--- src/rtl/rte_pkg.sv ---
// ----------------------------------------------------------------------------
// rte_pkg
// Shared types and constants for the relocation table encoder.
// ----------------------------------------------------------------------------
package rte_pkg;

  localparam int DIST_BITS   = 31;
  localparam int QDEPTH      = 4;
  localparam int QPTR_BITS   = 2;
  localparam int RECIP_SHIFT = 38;

  // floor(2^38 / 127)
  localparam logic [31:0] RECIP_M = 32'd2164392968;
  localparam logic [7:0]  GAP_HALF = 8'd127;

  localparam logic        OP_TAG = 1'b0;
  localparam logic        OP_END = 1'b1;

  localparam logic [15:0] TAG_NONE_A = 16'd0;
  localparam logic [15:0] TAG_NONE_B = 16'd7;
  localparam logic [15:0] TAG_PAIR   = 16'd5;
  localparam logic [15:0] PAIR_NONE  = 16'd0;
  localparam logic [15:0] PAIR_MAX   = 16'd3;

  typedef enum logic [2:0] {
    KIND_FIRST    = 3'd0,
    KIND_GAP      = 3'd1,
    KIND_END      = 3'd2,
    KIND_BAD_TAG  = 3'd3,
    KIND_BAD_PAIR = 3'd4
  } kind_t;

  typedef struct packed {
    kind_t                kind;
    logic [DIST_BITS-1:0] wdist;
  } rec_t;

endpackage

--- src/rtl/relocation_table_encoder.sv ---
// ----------------------------------------------------------------------------
// relocation_table_encoder
// Turns a stream of relocation tag words into compact relocation table
// entries: first offset, gap entries, terminator and error words.
// ----------------------------------------------------------------------------
// Throughput: one tag word per cycle while the 4-entry record queue is not
//   full; the queue feeds the reciprocal-multiply divide pipeline (one
//   COUNT_BITS x 32 multiply stage), which stalls while a held result waits on out_ready.
// Reset: synchronous rst_n clears word counter, pair state, queue and all
//   valid flags; the block is ready as soon as reset is released.
module relocation_table_encoder #(
  parameter int COUNT_BITS = 31
) (
  input  logic        clk,
  input  logic        rst_n,
  input  logic        in_tvalid,
  output logic        in_tready,
  input  logic [15:0] in_tdata,   // [15:0] tag_word
  input  logic        in_tuser,   // [0] op
  output logic        out_tvalid,
  input  logic        out_tready,
  output logic [71:0] out_tdata,  // [31:0] first_offset, [56:32] run_count,
                                  // [64:57] final_byte, [71:65] zero
  output logic [2:0]  out_tuser   // [2:0] kind
);

  logic           q_push, q_pop, q_full, q_empty;
  rte_pkg::rec_t  q_wdata, q_rdata;
  rte_pkg::kind_t o_kind;
  logic [31:0]    o_first;
  logic [24:0]    o_run;
  logic [7:0]     o_fin;

  rte_front #(.COUNT_BITS(COUNT_BITS)) u_front (
    .clk      (clk),
    .rst_n    (rst_n),
    .in_valid (in_tvalid),
    .in_ready (in_tready),
    .op       (in_tuser),
    .tag      (in_tdata),
    .q_full   (q_full),
    .push     (q_push),
    .rec      (q_wdata)
  );

  rte_queue u_queue (
    .clk   (clk),
    .rst_n (rst_n),
    .push  (q_push),
    .wdata (q_wdata),
    .pop   (q_pop),
    .rdata (q_rdata),
    .full  (q_full),
    .empty (q_empty)
  );

  rte_back #(.COUNT_BITS(COUNT_BITS)) u_back (
    .clk              (clk),
    .rst_n            (rst_n),
    .q_empty          (q_empty),
    .q_rdata          (q_rdata),
    .q_pop            (q_pop),
    .out_valid        (out_tvalid),
    .out_ready        (out_tready),
    .out_kind         (o_kind),
    .out_first_offset (o_first),
    .out_run_count    (o_run),
    .out_final_byte   (o_fin)
  );

  assign out_tuser = o_kind;
  assign out_tdata = {7'b0, o_fin, o_run, o_first};

  a_no_overflow: assert property (@(posedge clk) disable iff (!rst_n)
    q_push |-> !q_full)
    else $error("record queue overflow");

  a_no_pop_empty: assert property (@(posedge clk) disable iff (!rst_n)
    q_pop |-> !q_empty)
    else $error("record queue underflow");

  a_gap_byte: assert property (@(posedge clk) disable iff (!rst_n)
    (out_tvalid && out_tuser == rte_pkg::KIND_GAP) |->
      (out_tdata[57] == 1'b0 && out_tdata[64:57] != 8'd0 && out_tdata[31:0] == 32'd0))
    else $error("gap entry with bad final byte");

  a_end_zero: assert property (@(posedge clk) disable iff (!rst_n)
    (out_tvalid && out_tuser == rte_pkg::KIND_END) |-> (out_tdata == 72'd0))
    else $error("terminator with nonzero payload");

endmodule

--- src/rtl/rte_front.sv ---
// ----------------------------------------------------------------------------
// rte_front
// Tag classifier: tracks word distance and pair state, emits one record per
// word that produces a result.
// ----------------------------------------------------------------------------
module rte_front #(
  parameter int COUNT_BITS = 31
) (
  input  logic               clk,
  input  logic               rst_n,
  input  logic               in_valid,
  output logic               in_ready,
  input  logic               op,
  input  logic [15:0]        tag,
  input  logic               q_full,
  output logic               push,
  output rte_pkg::rec_t      rec
);

  localparam logic [COUNT_BITS-1:0] CNT_MAX = {COUNT_BITS{1'b1}};

  logic [COUNT_BITS-1:0] cnt_r, cnt_nxt, cnt_inc;
  logic [COUNT_BITS-1:0] pd_r, pd_nxt;
  logic                  first_r, first_nxt;
  logic                  pair_r, pair_nxt;
  logic                  acc, has;

  assign in_ready = !q_full;
  assign acc      = in_valid && !q_full;
  assign cnt_inc  = (cnt_r == CNT_MAX) ? cnt_r : cnt_r + 1'b1;
  assign push     = acc && has;

  always_comb begin
    cnt_nxt   = cnt_inc;
    pd_nxt    = pd_r;
    first_nxt = first_r;
    pair_nxt  = pair_r;
    has       = 1'b0;
    rec.kind  = rte_pkg::KIND_END;
    rec.wdist = '0;
    if (op == rte_pkg::OP_END) begin
      cnt_nxt   = '0;
      pd_nxt    = '0;
      first_nxt = 1'b1;
      pair_nxt  = 1'b0;
      has       = 1'b1;
    end else if (pair_r) begin
      pair_nxt = 1'b0;
      if (tag == rte_pkg::PAIR_NONE) begin
        cnt_nxt = cnt_inc;
      end else if (tag <= rte_pkg::PAIR_MAX) begin
        has       = 1'b1;
        rec.kind  = first_r ? rte_pkg::KIND_FIRST : rte_pkg::KIND_GAP;
        rec.wdist = rte_pkg::DIST_BITS'(pd_r);
        first_nxt = 1'b0;
        cnt_nxt   = COUNT_BITS'(2);
      end else begin
        has      = 1'b1;
        rec.kind = rte_pkg::KIND_BAD_PAIR;
      end
    end else begin
      unique case (tag) inside
        rte_pkg::TAG_NONE_A, rte_pkg::TAG_NONE_B: begin
          has = 1'b0;
        end
        rte_pkg::TAG_PAIR: begin
          pair_nxt = 1'b1;
          pd_nxt   = cnt_r;
        end
        default: begin
          has      = 1'b1;
          rec.kind = rte_pkg::KIND_BAD_TAG;
        end
      endcase
    end
  end

  always_ff @(posedge clk) begin
    if (!rst_n) begin
      cnt_r   <= '0;
      pd_r    <= '0;
      first_r <= 1'b1;
      pair_r  <= 1'b0;
    end else if (acc) begin
      cnt_r   <= cnt_nxt;
      pd_r    <= pd_nxt;
      first_r <= first_nxt;
      pair_r  <= pair_nxt;
    end
  end

endmodule

--- src/rtl/rte_queue.sv ---
// ----------------------------------------------------------------------------
// rte_queue
// Small record FIFO between classifier and encoder pipeline.
// ----------------------------------------------------------------------------
module rte_queue (
  input  logic          clk,
  input  logic          rst_n,
  input  logic          push,
  input  rte_pkg::rec_t wdata,
  input  logic          pop,
  output rte_pkg::rec_t rdata,
  output logic          full,
  output logic          empty
);

  rte_pkg::rec_t                 mem [rte_pkg::QDEPTH];
  logic [rte_pkg::QPTR_BITS-1:0] wr_r, rd_r;
  logic [rte_pkg::QPTR_BITS:0]   cnt_r;

  assign full  = (cnt_r == (rte_pkg::QPTR_BITS+1)'(rte_pkg::QDEPTH));
  assign empty = (cnt_r == '0);
  assign rdata = mem[rd_r];

  always_ff @(posedge clk) begin
    if (push) begin
      mem[wr_r] <= wdata;
    end
  end

  always_ff @(posedge clk) begin
    if (!rst_n) begin
      wr_r  <= '0;
      rd_r  <= '0;
      cnt_r <= '0;
    end else begin
      if (push) begin
        wr_r <= wr_r + 1'b1;
      end
      if (pop) begin
        rd_r <= rd_r + 1'b1;
      end
      if (push && !pop) begin
        cnt_r <= cnt_r + 1'b1;
      end else if (pop && !push) begin
        cnt_r <= cnt_r - 1'b1;
      end
    end
  end

endmodule

--- src/rtl/rte_back.sv ---
// ----------------------------------------------------------------------------
// rte_back
// Encoder pipeline: splits a word distance into 254-byte runs and a final
// byte by reciprocal multiply, then holds the result word for output.
// ----------------------------------------------------------------------------
module rte_back #(
  parameter int COUNT_BITS = 31
) (
  input  logic          clk,
  input  logic          rst_n,
  input  logic          q_empty,
  input  rte_pkg::rec_t q_rdata,
  output logic          q_pop,
  output logic          out_valid,
  input  logic          out_ready,
  output rte_pkg::kind_t out_kind,
  output logic [31:0]   out_first_offset,
  output logic [24:0]   out_run_count,
  output logic [7:0]    out_final_byte
);

  localparam int QW = COUNT_BITS - 6;
  localparam int PW = COUNT_BITS + 32;

  logic adv;
  logic v1_r, v2_r, v3_r, vo_r;

  rte_pkg::kind_t        k1_r, k2_r, k3_r;
  logic [COUNT_BITS-1:0] d1_r, d2_r, d3_r;
  logic [COUNT_BITS-1:0] y1_r, y2_r;
  logic                  z1_r, z2_r, z3_r;
  logic [PW-1:0]         prod2_r;
  logic [QW-1:0]         q3_r;
  logic [7:0]            r3_r;

  logic [COUNT_BITS-1:0] dist_in, y_in;
  logic [QW-1:0]         q0;
  logic [COUNT_BITS:0]   m127, r_full;
  logic                  inc;
  logic [QW-1:0]         q_fin;
  logic [6:0]            rem7;
  logic [7:0]            fin;

  assign adv       = !vo_r || out_ready;
  assign q_pop     = adv && !q_empty;
  assign out_valid = vo_r;

  assign dist_in = q_rdata.wdist[COUNT_BITS-1:0];
  assign y_in    = (dist_in == '0) ? '0 : dist_in - 1'b1;

  assign q0     = prod2_r[PW-1:rte_pkg::RECIP_SHIFT];
  assign m127   = {q0, 7'b0} - {7'b0, q0};
  assign r_full = {1'b0, y2_r} - m127;

  assign inc   = (r3_r >= rte_pkg::GAP_HALF);
  assign q_fin = q3_r + QW'(inc);
  assign rem7  = inc ? 7'(r3_r - rte_pkg::GAP_HALF) : r3_r[6:0];
  assign fin   = z3_r ? 8'd0 : {rem7 + 7'd1, 1'b0};

  always_ff @(posedge clk) begin
    if (!rst_n) begin
      v1_r <= 1'b0;
      v2_r <= 1'b0;
      v3_r <= 1'b0;
      vo_r <= 1'b0;
    end else if (adv) begin
      v1_r <= q_pop;
      v2_r <= v1_r;
      v3_r <= v2_r;
      vo_r <= v3_r;
    end
  end

  always_ff @(posedge clk) begin
    if (adv) begin
      k1_r    <= q_rdata.kind;
      d1_r    <= dist_in;
      y1_r    <= y_in;
      z1_r    <= (dist_in == '0);
      k2_r    <= k1_r;
      d2_r    <= d1_r;
      y2_r    <= y1_r;
      z2_r    <= z1_r;
      prod2_r <= PW'(y1_r) * PW'(rte_pkg::RECIP_M);
      k3_r    <= k2_r;
      d3_r    <= d2_r;
      z3_r    <= z2_r;
      q3_r    <= q0;
      r3_r    <= r_full[7:0];
      if (v3_r) begin
        out_kind         <= k3_r;
        out_first_offset <= '0;
        out_run_count    <= '0;
        out_final_byte   <= '0;
        unique case (k3_r)
          rte_pkg::KIND_FIRST: begin
            out_first_offset <= 32'({d3_r, 1'b0});
          end
          rte_pkg::KIND_GAP: begin
            out_run_count  <= z3_r ? 25'd0 : 25'(q_fin);
            out_final_byte <= fin;
          end
          default: begin
            out_final_byte <= '0;
          end
        endcase
      end
    end
  end

endmodule
--- config.mk ---
export PLATFORM = sky130hd
export DESIGN_NAME = relocation_table_encoder
export DESIGN_NICKNAME = d
export VERILOG_FILES = /design/src/rtl/rte_pkg.sv /design/src/rtl/relocation_table_encoder.sv /design/src/rtl/rte_front.sv /design/src/rtl/rte_queue.sv /design/src/rtl/rte_back.sv
export SDC_FILE = /design/constraint.sdc
export NUM_CORES = 1
export LEC_CHECK = 0
export ABC_AREA = 0
export BUFFER_PORTS_ARGS = -buffer_cell sky130_fd_sc_hd__buf_2
export CAP_MARGIN = 15
export CORE_MARGIN = 2
export CORE_UTILIZATION = 30
export CTS_CLUSTER_DIAMETER = 100
export DETAILED_ROUTE_END_ITERATION = 6
export GPL_TIMING_DRIVEN = 0
export HOLD_SLACK_MARGIN = 0.06
export SLEW_MARGIN = 20
export SYNTH_ARGS = -nofsm -noshare
export SYNTH_HDL_FRONTEND = slang
export SYNTH_HIERARCHICAL = 1
export SYNTH_SLANG_ARGS = --single-unit
--- constraint.sdc ---
create_clock -name clk -period 12 [get_ports clk]
set_clock_uncertainty 0.1 [all_clocks]
set_input_delay 3.6 -clock clk [delete_from_list [all_inputs] [get_ports clk]]
set_output_delay 3.6 -clock clk [all_outputs]
set_load 0.1 [all_outputs]
# Word-level counts from Yosys, hierarchy flattened
# Memory sizes are Yosys's and may differ from the RTL's. A register that Yosys moved wholly into a read port is not among the register bits.
# Index checks and enable logic that the tools add are counted.
op_classes:
  add_sub_neg: 11
  mul: 1
  magnitude_cmp: 2
  n_eq_ne: 7
  mux: 34
  bitwise_logic: 1
  reduce_logical: 24
op_table:
  columns: ["op", "n"]
  rows:
  - ["31-bit 2-to-1 mux", 10]
  - ["34-bit 2-to-1 mux", 2]
  - ["31-bit by 29-bit multiplier with 60-bit output, second input constant", 1]
  - ["16-bit by 3-bit == test with 1-bit output, second input constant", 2]
  - ["31-bit by 1-bit adder with 31-bit output, second input constant", 1]
  - ["31-bit == test, second input constant", 1]
  - ["31-bit zero test", 1]
  - ["31-bit by 1-bit subtractor with 31-bit output, second input constant", 1]
  - ["25-bit by 1-bit adder with 25-bit output", 1]
  - ["16-bit by 2-bit <= comparator with 1-bit output, second input constant", 1]
  - ["16-bit zero test", 1]
  - ["8-bit subtractor", 2]
  - ["1-bit 2-to-1 mux", 15]
  - ["3-bit 2-to-1 mux", 4]
  - ["8-bit by 7-bit greater-or-equal comparator with 1-bit output, second input constant", 1]
  - ["2-bit nonzero test", 4]
  - ["7-bit by 1-bit adder with 7-bit output, second input constant", 1]
  - ["7-bit 2-to-1 mux", 1]
  - ["7-bit subtractor, second input constant", 1]
  - ["3-bit zero test", 2]
  - ["1-bit logical AND", 5]
  - ["1-bit zero test", 5]
  - ["2-bit by 1-bit adder with 2-bit output, second input constant", 2]
  - ["2-bit 2-to-1 mux", 2]
  - ["12 further kinds", 13]
totals:
  ff_bits: 380
  ram_bits: 136
  in_bits: 21
  output_inout_bits: 77
  word_cells: 112
  n_memories: 1
memory_table:
  columns: ["memory", "depth", "width", "read_ports", "rd_ports_with_merged_regs", "wr", "line_no", "rtl"]
  rows:
  - ["u_queue.mem", 4, 34, 1, 1, 1, "rte_queue.sv:16", "rte_pkg::rec_t mem [rte_pkg::QDEPTH];"]

# Logic depth before layout (Yosys ltp)
depth:
  ltp_word: 10
  ltp_mapped: 18
  mapped_depth_nobuf: 18

# Hierarchy
# Netlist, hierarchy kept.
by_module_without_submodules:
  columns: ["module", "n_inst", "cells_each", "area_each_um2", "seq_area_each_um2"]
  rows:
  - ["rte_back", 1, 1350, 16159.2, 8127.8]
  - ["rte_queue", 1, 221, 5400.2, 4264.1]
  - ["rte_front", 1, 456, 3452.1, 1281.2]
  - ["relocation_table_encoder", 1, 8, 56.3, 0.0]

# Least setup slack after synthesis
# OpenSTA, ideal clock, no wires.
synth_path:
  kind: "in2reg"
  from: "input port out_tready"
  to: "register u_back.out_final_byte[1] (enable)"
  setup_ns: 0.431
  arrival_time_ns: 9.552
  t_required_ns: 11.469
  path_slack_ns: 1.917
  path_stages: 3
  path_buffers: 0
  cell_sequence: "nor2b_1 > inv_1 > and2_1"
synth_via:
  elab_chain_cells: 2
synth_rtl:
  columns: ["item", "line_no", "rtl"]
  rows:
  - ["start, declared", "relocation_table_encoder.sv:21", "input logic out_tready,"]
  - ["1-bit logical OR", "rte_back.sv:44", "assign adv = !vo_r || out_ready;"]
  - ["2-bit AND reduction (no source line)", null, null]
  - ["end signal, assigned", "rte_back.sv:101", "out_final_byte <= fin;"]
  - ["end, declared", "rte_back.sv:19", "output logic [7:0] out_final_byte"]
# No other way between the ends.
# A chain may end at the register's enable or synchronous reset.

# Final worst setup path
layout_path:
  from: "input port in_tuser"
  to: "register u_queue/cnt_r[2] (netlist bit)"
layout_via:
  elab_chain_cells: 5
  elab_cells_between_ends: 7
  classes_between: "mux: 2; reduce/logical: 5"
layout_rtl:
  columns: ["item", "line_no", "rtl"]
  rows:
  - ["start, declared", "relocation_table_encoder.sv:19", "input logic in_tuser,"]
  - ["1-bit 2-to-1 mux (*)", "rte_front.sv:41", "if (op == rte_pkg::OP_END) begin"]
  - ["1-bit logical AND (*)", "rte_front.sv:31", "assign push = acc && has;"]
  - ["via q_push", "relocation_table_encoder.sv:27", "logic q_push, q_pop, q_full, q_empty;"]
  - ["1-bit zero test", "rte_queue.sv:44", "end else if (pop && !push) begin"]
  - ["1-bit logical AND", "rte_queue.sv:44", null]
  - ["2-bit nonzero test (no source line)", null, null]
  - ["end signal, assigned", "rte_queue.sv:43", "cnt_r <= cnt_r + 1'b1;"]
  - ["end signal, assigned", "rte_queue.sv:45", "cnt_r <= cnt_r - 1'b1;"]
  - ["end, declared", "rte_queue.sv:18", "logic [rte_pkg::QPTR_BITS:0] cnt_r;"]
# Mark *: on every way through the listed nets, which the timed path passes. The rest lies on a longest branch.

==> metrics.md <==
| Metric | Value |
|---|---|
| Dpl ws | `5.63 ns` |
| Post-DP HPWL | `43.4 mm` |
| Post-Route M1 WL | `24.2 mm` |
| Clock Latency Late Sink | `0.60 ns` |
| DR WL met3 | `1.95 mm` |
| Vias/cell | `4.80` |
| RSZ-0062 raised after global routing | `no` |
| Ys async rst share | `0` |
| Gpl congestion | `0.941` |
| Register area | `13,700 µm²` |
| Clk sink count | `481` |
| Least-Margin Pin Slew | `0.932 ns` |
| DRT Pass-1 Iters | `5` |
| R2R setup slack | `6.21 ns` |
| Drc violations | `0` |
| Most used DFF post-synth | `edfxtp_1` |
| Hold endpoint | `u_back/d2_r[4]` |
| FF-to-FF End | `u_back/prod2_r[58]` |
| Slew Limit Fails | `0` |
| Relative slew slack | `0.373` |
| Crit path DAT | `6.20 ns` |
| CTS tree | `built` |
| Hold Crit Class | `reg -> reg` |
| Post-synth EDFFs | `404` |
| Crit share post-route | `0.484` |
| Initial antenna violation count | `0` |
| Critical Path End Type | `register` |
| Starting DRT DRC Count | `1,055` |
| CTS Root Cell | `clkbuf_16` |
| Reg2Reg Launch Point | `u_back/y1_r[2]` |
| Final #Nets | `2,481` |
| Multi-input logic area | `10,400 µm²` |
| Buffers on Ports | `88` |
| Initial core utilization | `0.301` |
| Post-synthesis sequential area ratio | `0.545` |
| Clk buf depth | `3` |
| Fin worst setup slack | `6.19 ns` |
| Critical path type | `in -> reg` |
| Core Rows | `106` |
| Final WL | `56.3 mm` |
| Ports | `98` |
| Worst hold start | `u_back/d1_r[4]` |
| First-pass GRT wire length | `87.6 mm` |
| Total global routing overflow | `0` |
| Largest family of logic cells by synthesized area | `adder cells` |
| Antenna viol nets, final | `0` |
| CTS Hold Bufs | `0` |
| Layout fillers | `8,113` |
| H-tree levels | `2` |
| R2R depth | `18` |
| Final Setup Violations | `0` |
| Post-synthesis simple-gate area fraction | `0.117` |
| Mux share of post-synthesis cell area | `0.0329` |
| Yosys warning count | `6` |
| Fin util | `0.345` |
| Synth cell types | `82` |
| Die footprint | `85,900 µm²` |
| Area growth from synthesis to layout | `14.3%` |
| Final hold violations | `0` |
| Cells after Synth | `2,035` |
| Status | `completed` |
| # diodes | `0` |
| Max Cap Violations | `0` |
| Routed wire per std cell | `17.0 µm` |
| CP max FO | `10` |
| Reg clk slew, reported paths | `0.06 ns` |
| Total CTS buffers | `51` |
| Mean Syn Cell Area | `12.3 µm²` |
| Via count | `15,900` |
| Nature of the critical path startpoint | `input port` |
| Layout cells sized above 1 | `0.117` |
| Post_cts resized | `0` |
| Metal2 WL | `28.5 mm` |
| Flops & latches, synth | `481` |
| CP Data Required Time | `12.39 ns` |
| # Post-CTS Setup Buffers | `0` |
| Synth Area in XOR/XNOR | `0.0283` |
| Tmin final | `5.81 ns` |
| Die Y | `293 µm` |
| Number of global-route vias before repair | `16,000` |
| Synth Area in Compound Gates | `0.0833` |
| Hold depth | `0` |
| Top sig layer | `met4` |
| Die X | `293 µm` |
| Most frequent cells in the layout | `edfxtp_1 (404), ha_1 (223), inv_1 (177)` |
| Gr usage total | `0.129` |
| Largest net degree at the start of global routing | `116` |
| Commonest non-fill, non-tap cell in the layout | `edfxtp_1` |
| Core ar. | `83,200 µm²` |
| Adder-Cell Fraction of Synth Area | `0.150` |
| Maximum clock rate | `172 MHz` |
| Synth Cell Area | `25,100 µm²` |
| Hold WS | `0.301 ns` |
==> how the worst max path moves through the flow <==
stage,startpoint,endpoint
2_1_floorplan,out_tready,u_back/out_final_byte[1]
3_3_place_gp,out_tready,u_back/out_run_count[23]
3_5_place_dp,in_tuser,u_queue/cnt_r[2]
4_1_cts,u_queue/cnt_r[1],in_tready
5_1_grt,in_tuser,u_queue/cnt_r[2]
6_report,in_tuser,u_queue/cnt_r[2]
==> cell usage after synthesis, drive strengths merged, types with 8 or more instances <==
| cell | number | share of area |
|---|---|---|
| mux4 | 34 | 0.031 |
| nand3 | 47 | 0.0098 |
| a21oi | 132 | 0.026 |
| a31oi | 9 | 0.0022 |
| fa | 48 | 0.038 |
| or4 | 16 | 0.0048 |
| clkbuf | 55 | 0.0083 |
| and3 | 8 | 0.0020 |
| o211ai | 17 | 0.0053 |
| and2 | 76 | 0.019 |
| inv | 178 | 0.027 |
| o21ai | 90 | 0.018 |
| nor3b | 9 | 0.0029 |
| nand2 | 136 | 0.020 |
| buf | 25 | 0.0079 |
| nor3 | 38 | 0.0087 |
| or3 | 15 | 0.0037 |
| xor2 | 36 | 0.013 |
| a21boi | 8 | 0.0024 |
| o21a | 8 | 0.0024 |
| dfxtp | 77 | 0.061 |
| nor4 | 15 | 0.0058 |
| nand2b | 13 | 0.0033 |
| o21bai | 11 | 0.0033 |
| nor2 | 124 | 0.019 |
| ha | 223 | 0.11 |
| and4 | 8 | 0.0028 |
| edfxtp | 404 | 0.48 |
| xnor2 | 45 | 0.016 |
| nand4 | 36 | 0.0096 |
| a21o | 12 | 0.0036 |
==> cells by family after synthesis <==
family,Yosys count
AOI/OAI and AO/OA,345
xor gates and xnor gates,81
muxes,38
DFF,481
adders and majority gates,271
other,2
and+or+nand+nor,559
buffers and inverters,258
==> registers in the layout, summed over array words and instances (netlist names), 7 cells and up, named ones only <==
register / count
u_back/d1_r: 31
u_back/d2_r: 31
u_back/d3_r: 31
u_back/out_final_byte: 7
u_back/out_first_offset: 31
u_back/out_run_count: 25
u_back/prod2_r: 25
u_back/q3_r: 25
u_back/r3_r: 8
u_back/y1_r: 31
u_back/y2_r: 8
u_front/cnt_r: 31
u_front/pd_r: 31
u_queue/mem: 136
==> metal layers <==
metal  track usage  vias to the layer above
met4        0.0439                        0
met1         0.159                     7724
met5             0                        -
li1              -                     7715
met2         0.231                      338
met3        0.0175                       89
==> stage by stage <==
step | instance area [µm²] | cells | TNS [ns]
finish | 28700 | 3303 | 0
detailed placement | 27000 | 3216 | 0
CTS | 28600 | 3303 | 0
global route | 28700 | 3303 | 0
global placement | 26900 | 3210 | -41.02
floorplan | 25100 | 2042 | 0
==> critical path, stage by stage <==
cell and delay [ns]:
buf_2 0.11, clkbuf_1 0.37, a21oi_1 0.08, a21oi_1 0.62, ha_1 0.32, inv_1 0.06, fa_1 0.38, xor2_1 0.19
or3_1 0.31, a21boi_0 0.16
==> layout make-up <==
class / instances / area share
plain buffers: 80 / 0.0142
inverters: 178 / 0.0236
clock inverters: 28 / 0.00926
well taps: 1080 / 0.0472
multi-input cells: 1303 / 0.362
clock buffers: 59 / 0.0470
flip-flops and latches: 481 / 0.477
repair buffers: 94 / 0.0198
Power is not shown: default switching activity piles up to over one toggle a cycle in this logic, so the estimate is an artifact.
